$ cat src/rtl/core/npt_pkg.sv
// npt_pkg: shared types for the next-prime trial-division core.
// No dependencies.
package npt_pkg;

    typedef enum logic [2:0] {
        S_IDLE,
        S_CAND,
        S_TEST,
        S_DIV,
        S_OUT
    } npt_state_t;

    typedef struct packed {
        logic done;
        logic rem_zero;
    } npt_rem_status_t;

endpackage

$ cat src/rtl/core/next_prime_trial_division_core.sv
// next_prime_trial_division_core: smallest prime >= start_value by trial division.
// Each candidate is tested with up to about sqrt(v)/2 odd trial divisors in the shared
// remainder unit, one candidate after another across the prime gap.
// Throughput: one word at a time; in_ready is high only while idle.
// Reset (rst_n, async low) returns the sequencer to idle and drops out_valid.
// Depends on npt_pkg and npt_rem_unit.
module next_prime_trial_division_core
    import npt_pkg::*;
#(
    parameter int VALUE_WIDTH = 32
)
(
    input  logic                 clk,
    input  logic                 rst_n,
    input  logic                 in_valid,
    output logic                 in_ready,
    input  logic [VALUE_WIDTH-1:0] start_value,
    output logic                 out_valid,
    input  logic                 out_ready,
    output logic [VALUE_WIDTH:0] next_prime,
    output logic                 start_was_prime
);

    localparam int CW = VALUE_WIDTH + 1;
    localparam int DW = VALUE_WIDTH / 2 + 2;
    localparam int SW = VALUE_WIDTH + 3;

    npt_state_t      state_reg, state_next;
    logic [CW-1:0]   cand_reg, cand_next;
    logic [DW-1:0]   d_reg, d_next;
    logic [SW-1:0]   sq_reg, sq_next;
    logic            first_reg, first_next;
    logic            was_prime_reg, was_prime_next;
    logic            div_start;
    npt_rem_status_t rem_status;

    npt_rem_unit #(
        .CW (CW),
        .DW (DW)
    ) u_rem (
        .clk      (clk),
        .rst_n    (rst_n),
        .start    (div_start),
        .dividend (cand_reg),
        .divisor  (d_reg),
        .status   (rem_status)
    );

    always_ff @(posedge clk or negedge rst_n)
    begin
        if (!rst_n)
        begin
            state_reg <= S_IDLE;
        end
        else
        begin
            state_reg <= state_next;
        end
    end

    always_ff @(posedge clk)
    begin
        cand_reg      <= cand_next;
        d_reg         <= d_next;
        sq_reg        <= sq_next;
        first_reg     <= first_next;
        was_prime_reg <= was_prime_next;
    end

    always_comb
    begin
        state_next     = state_reg;
        cand_next      = cand_reg;
        d_next         = d_reg;
        sq_next        = sq_reg;
        first_next     = first_reg;
        was_prime_next = was_prime_reg;
        div_start      = 1'b0;
        case (state_reg)
            S_IDLE:
            begin
                if (in_valid)
                begin
                    cand_next  = {1'b0, start_value};
                    first_next = 1'b1;
                    state_next = S_CAND;
                end
            end
            S_CAND:
            begin
                d_next  = DW'(3);
                sq_next = SW'(9);
                if (cand_reg == CW'(2))
                begin
                    was_prime_next = first_reg;
                    state_next     = S_OUT;
                end
                else if (cand_reg < CW'(2) || !cand_reg[0])
                begin
                    // even or below two: move to next candidate
                    first_next = 1'b0;
                    cand_next  = cand_reg + CW'(1);
                end
                else
                begin
                    state_next = S_TEST;
                end
            end
            S_TEST:
            begin
                if (sq_reg > SW'(cand_reg))
                begin
                    was_prime_next = first_reg;
                    state_next     = S_OUT;
                end
                else
                begin
                    div_start  = 1'b1;
                    state_next = S_DIV;
                end
            end
            S_DIV:
            begin
                if (rem_status.done)
                begin
                    if (rem_status.rem_zero)
                    begin
                        first_next = 1'b0;
                        cand_next  = cand_reg + CW'(1);
                        state_next = S_CAND;
                    end
                    else
                    begin
                        // (d+2)^2 = d^2 + 4d + 4
                        d_next     = d_reg + DW'(2);
                        sq_next    = sq_reg + SW'({d_reg, 2'b00}) + SW'(4);
                        state_next = S_TEST;
                    end
                end
            end
            S_OUT:
            begin
                if (out_ready)
                begin
                    state_next = S_IDLE;
                end
            end
            default:
            begin
                state_next = S_IDLE;
            end
        endcase
    end

    assign in_ready        = (state_reg == S_IDLE);
    assign out_valid       = (state_reg == S_OUT);
    assign next_prime      = cand_reg;
    assign start_was_prime = was_prime_reg;

    a_divisor_odd: assert property (@(posedge clk) disable iff (!rst_n)
        (state_reg == S_TEST || state_reg == S_DIV) |-> (d_reg[0] && d_reg >= DW'(3)))
        else $error("trial divisor not odd or below three");

    a_result_at_least_two: assert property (@(posedge clk) disable iff (!rst_n)
        out_valid |-> next_prime >= CW'(2))
        else $error("result below two");

    a_prime_flag_first: assert property (@(posedge clk) disable iff (!rst_n)
        (out_valid && start_was_prime) |-> first_reg)
        else $error("prime flag set for a later candidate");

endmodule

$ cat src/rtl/core/npt_rem_unit.sv
// npt_rem_unit: shift-subtract remainder unit, one dividend bit per cycle.
// Depends on npt_pkg.
module npt_rem_unit
    import npt_pkg::*;
#(
    parameter int CW = 33,
    parameter int DW = 18
)
(
    input  logic            clk,
    input  logic            rst_n,
    input  logic            start,
    input  logic [CW-1:0]   dividend,
    input  logic [DW-1:0]   divisor,
    output npt_rem_status_t status
);

    localparam int CNTW = $clog2(CW + 1);

    logic            busy_reg;
    logic            done_reg;
    logic [CNTW-1:0] cnt_reg;
    logic [CW-1:0]   dvd_reg;
    logic [DW-1:0]   dvs_reg;
    logic [DW-1:0]   rem_reg;
    logic [DW:0]     trial;
    logic [DW:0]     diff;
    logic [DW-1:0]   rem_next;

    // trial < 2*divisor, so the top bit of diff is the borrow
    always_comb
    begin
        trial = {rem_reg, dvd_reg[CW-1]};
        diff  = trial - {1'b0, dvs_reg};
        if (!diff[DW])
        begin
            rem_next = diff[DW-1:0];
        end
        else
        begin
            rem_next = trial[DW-1:0];
        end
    end

    always_ff @(posedge clk or negedge rst_n)
    begin
        if (!rst_n)
        begin
            busy_reg <= 1'b0;
            done_reg <= 1'b0;
            cnt_reg  <= '0;
        end
        else
        begin
            done_reg <= 1'b0;
            if (start)
            begin
                busy_reg <= 1'b1;
                cnt_reg  <= CNTW'(CW);
            end
            else if (busy_reg)
            begin
                cnt_reg <= cnt_reg - CNTW'(1);
                if (cnt_reg == CNTW'(1))
                begin
                    busy_reg <= 1'b0;
                    done_reg <= 1'b1;
                end
            end
        end
    end

    always_ff @(posedge clk)
    begin
        if (start)
        begin
            dvd_reg <= dividend;
            dvs_reg <= divisor;
            rem_reg <= '0;
        end
        else if (busy_reg)
        begin
            dvd_reg <= {dvd_reg[CW-2:0], 1'b0};
            rem_reg <= rem_next;
        end
    end

    assign status.done     = done_reg;
    assign status.rem_zero = (rem_reg == '0);

    a_rem_below_divisor: assert property (@(posedge clk) disable iff (!rst_n)
        busy_reg |-> rem_reg < dvs_reg)
        else $error("remainder not below divisor");

    a_done_after_busy: assert property (@(posedge clk) disable iff (!rst_n)
        done_reg |-> $past(busy_reg))
        else $error("done without a running division");

endmodule
$ cat config.mk
export PLATFORM = sky130hd
export DESIGN_NAME = next_prime_trial_division_core
export DESIGN_NICKNAME = d
export VERILOG_FILES = /design/src/rtl/core/npt_pkg.sv /design/src/rtl/core/next_prime_trial_division_core.sv /design/src/rtl/core/npt_rem_unit.sv
export SDC_FILE = /design/constraint.sdc
export NUM_CORES = 1
export LEC_CHECK = 0
export BUFFER_PORTS_ARGS = -buffer_cell sky130_fd_sc_hd__buf_2
export CORE_MARGIN = 2
export CORE_UTILIZATION = 62
export CTS_CLUSTER_SIZE = 20
export DETAILED_ROUTE_END_ITERATION = 12
export GPL_ROUTABILITY_DRIVEN = 0
export PLACE_DENSITY_LB_ADDON = 0.3
export SYNTH_ARGS = -nofsm -noshare
export SYNTH_HDL_FRONTEND = slang
export SYNTH_SLANG_ARGS = --single-unit
$ cat constraint.sdc
create_clock -name clk -period 5.2 [get_ports clk]
set_input_delay 1.04 -clock clk [delete_from_list [all_inputs] [get_ports clk]]
set_output_delay 1.04 -clock clk [all_outputs]
set_load 0.03 [all_outputs]
==> results.cfg <==
[logic_synthesis]
netlist_instances = 1040
ys_seq_area_share_pct = 45.0
synth_async_sr_flop_share_pct = 6.75
ys_ff_latch = 163
ys_types = 71
ys_dominant_reg_cell = sky130_fd_sc_hd__edfxtp_1
synth.net_count = 1165
synth_area_per_cell_um2 = 9.96
post_synth_instance_area_um2 = 10400
yosysWarningCount = 0
post_synth_edffs = 134

[die]
die_h_um = 133
die_area_um2 = 17700
die-width_um = 133
initial_utilization_pct = 62.9
placementRows = 47
num_io_pins = 72
fp.coreArea_um2 = 16500

[final_layout]
syn_to_final_growth_pct = 10.9
fin_cells = 1338
final_antenna_diode_count = 0
final_layout_size_suffix_gt1_share_pct = 12.1
finalNetCount = 1230
final.fill_count = 1226

[drt]
routed_wl_mm = 23.5
detailed_route_vias_per_instance = 6.04
avgRoutedWirePerCell_um = 17.5
detail-route-antenna-nets = 0
first_pass_iteration_count_of_the_detailed_router = 5
via_count = 8075
remaining_drc_errors = 0
detail_route.iter0.violations = 745

[sta]
final.setup.tns_ps = 0
setup_viol = 0
rsz0062_at_grt = no
fmax_mhz = 256
layout_worst_path_cycle_share_pct = 75.0
finalHoldWorstSlack_ps = 424
timing.final.crit_period_ps = 3900
slew_headroom_pct = 44.3
timing.clock.skew_ps = 11.2
finalMaxSlewViolations = 0
final-hold-violation-count = 0
timing_worst_slew_pin_value_ps = 833

[cts]
ctsHtreeMaxLevel = 4
cts.sinks = 163
clock_latency_ps = 440
postCtsResizedCells = 0
cts_inserted_buffers = 17
cts_hold_buf = 0
buffer_cell_driving_the_clock_tree_root = sky130_fd_sc_hd__clkbuf_16
cts_tree = yes
cts_setup_buffers = 0
cts.path.max_buffers = 2
cts_clock_pin_slew_for_the_worst_setup_and_hold_paths_ps = 70

[setup_path]
worst_r2r_startpoint = next_prime[20]
cp.required_ps = 5270
worst-setup-path-type = flip-flop to flip-flop
end_kind = flip-flop
cp-startpoint = next_prime[20]
worst_ep_arrival_time_ps = 3970
maximum_fanout_encountered_on_the_critical_timing_path = 40
startpoint_type = flip-flop

[power]
power_leakage_nw = 4.67
proportion_of_power_drawn_by_the_clock_network_pct = 14.6
cellPowerDensity_nw_per_um2 = 734
power_frac_comb_pct = 52.1
finalPower_mw = 8.43
vdd.ir_drop.worst_v = 0.000401
cellInternalPower_mw = 4.62
share_seq_of_total_power_pct = 33.3
netSwitchingFraction_pct = 45.3
power.switching_mw = 3.82

[placement]
cell_count_post_placement = 1306
port_buffers = 71
place.detailed.hpwl_mm = 16.7

[grt]
first_global_vias = 7855
global_route.overflow_total = 0
number_of_antenna_violations_at_the_first_check_in_global_routing = 0
grt_first_pass_wirelength_mm = 39.0
pin_count_of_the_biggest_net_entering_global_routing = 72
grt.total_usage_pct = 27.7

[hold_path]
worst_hold_check_path_type = flip-flop to flip-flop
worstHoldStart = first_reg

[run]
max_cap_viol_count = 0

[outcome]
run_status = finished clean
## cells in the mapped netlist (all sizes together), types with 20 or more instances
cell | instances | area [um2]
nor3 | 23 | 125
nand4 | 21 | 131
xor2 | 28 | 245
nor4 | 21 | 144
ha | 87 | 1090
a21o | 33 | 256
a21oi | 40 | 200
nor2 | 86 | 323
nand2 | 91 | 342
edfxtp | 134 | 4020
o21ai | 113 | 569
clkbuf | 25 | 93.8
nand3 | 31 | 155
inv | 66 | 248
a211oi | 20 | 155
xnor2 | 58 | 508
## routing by layer
metal	up-vias	GRT usage [%]	wire, um
li1	3932	-	-
met1	3803	35.7	9960
met2	277	45.0	11300
met3	63	6.39	1360
met4	0	12.1	806
met5	-	0	0
## per-stage QoR
step                utilization [%]  cell area (um2)  setup WS, ps
finish                         69.7            11500          1300
global route                   69.7            11500          1060
CTS                            69.7            11500          1370
detailed placement             66.3            10900          1420
global placement               66.3            10900          1520
floorplan                         -            10400           844
## cells in the final DEF (no fill, tap or decap), types with 4 or more instances in the layout
cell                           n
sky130_fd_sc_hd__nor2b_1       7
sky130_fd_sc_hd__nor2_1       86
sky130_fd_sc_hd__nor4_1       19
sky130_fd_sc_hd__a211oi_1     19
sky130_fd_sc_hd__or3_1         8
sky130_fd_sc_hd__buf_2        71
sky130_fd_sc_hd__and3_1       14
sky130_fd_sc_hd__dfrtp_1      11
sky130_fd_sc_hd__nand3_1      31
sky130_fd_sc_hd__nand2b_1      6
sky130_fd_sc_hd__and2_1        5
sky130_fd_sc_hd__a31oi_1       4
sky130_fd_sc_hd__clkinvlp_4    5
sky130_fd_sc_hd__buf_4         8
sky130_fd_sc_hd__xor2_1       28
sky130_fd_sc_hd__o21ai_0      96
sky130_fd_sc_hd__nand2_1      91
sky130_fd_sc_hd__o21a_1        8
sky130_fd_sc_hd__a21oi_1      39
sky130_fd_sc_hd__nor3_1       20
sky130_fd_sc_hd__dfxtp_1      18
sky130_fd_sc_hd__a21o_1       31
sky130_fd_sc_hd__inv_1        65
sky130_fd_sc_hd__inv_6         4
sky130_fd_sc_hd__nand4_1      21
sky130_fd_sc_hd__xnor2_1      58
sky130_fd_sc_hd__mux2i_1      18
sky130_fd_sc_hd__edfxtp_1    134
sky130_fd_sc_hd__o211ai_1      5
sky130_fd_sc_hd__ha_1         87
sky130_fd_sc_hd__o21bai_1      5
sky130_fd_sc_hd__o21ai_1      16
sky130_fd_sc_hd__clkbuf_16    17
## cell type report
cell class	instances	area (um2)	share of cell area, %
multi-input combinational	776	5310	46.3
sequential	163	4660	40.6
clock buffer	18	439	3.82
tap	220	275	2.40
timing repair buffer	79	415	3.62
inverter	68	255	2.22
clock inverter	14	128	1.11
## cells by family (layout without fill, tap and decap cells)
kind of cell             count (synthesis)  count (layout)  synth area share [%]
buffers and inverters                  101             179                  3.94
AND/OR/NAND/NOR                        329             329                  15.5
multiplexers                            22              22                  2.21
XOR/XNOR                                86              86                  7.27
flip-flops                             163             163                  45.0
adder cells (fa/ha/maj)                 89              89                  10.9
AO/OA/AOI/OAI                          250             250                  15.2
## power by group through the flow
stage | Sequential, mW | Clock (mW) | Combinational (mW)
global placement | 2.79 | 0 | 4.20
global route | 2.88 | 1.29 | 4.92
CTS | 2.79 | 1.24 | 4.38
finish | 2.81 | 1.23 | 4.40
detailed placement | 2.81 | 0 | 4.32
floorplan | 2.91 | 0 | 3.14
## path summary, 6_finish.rpt
kind,endpoint,slack [ps],cells after the start
worst max register to register,u_rem.dvs_reg[15],1300,11
worst min register to register,start_was_prime,420,0
min in group asynchronous,state_reg[2],460,1
worst max-delay path,u_rem.dvs_reg[15],1300,11
worst min-delay path,start_was_prime,420,0
max in group asynchronous,u_rem.cnt_reg[3],4550,1
## critical path, stage by stage (launching register included)
cell and delay (ps):
sky130_fd_sc_hd__edfxtp_1 460, sky130_fd_sc_hd__inv_1 180, sky130_fd_sc_hd__ha_1 290, sky130_fd_sc_hd__a21o_1 190, sky130_fd_sc_hd__a21o_1 170, sky130_fd_sc_hd__a21oi_1 140, sky130_fd_sc_hd__nor3_1 60, sky130_fd_sc_hd__nor4_1 540
sky130_fd_sc_hd__o22ai_2 170, sky130_fd_sc_hd__buf_4 260, sky130_fd_sc_hd__or2_4 410, sky130_fd_sc_hd__inv_2 620
No activity file was read; power rests on OpenSTA's default activity.
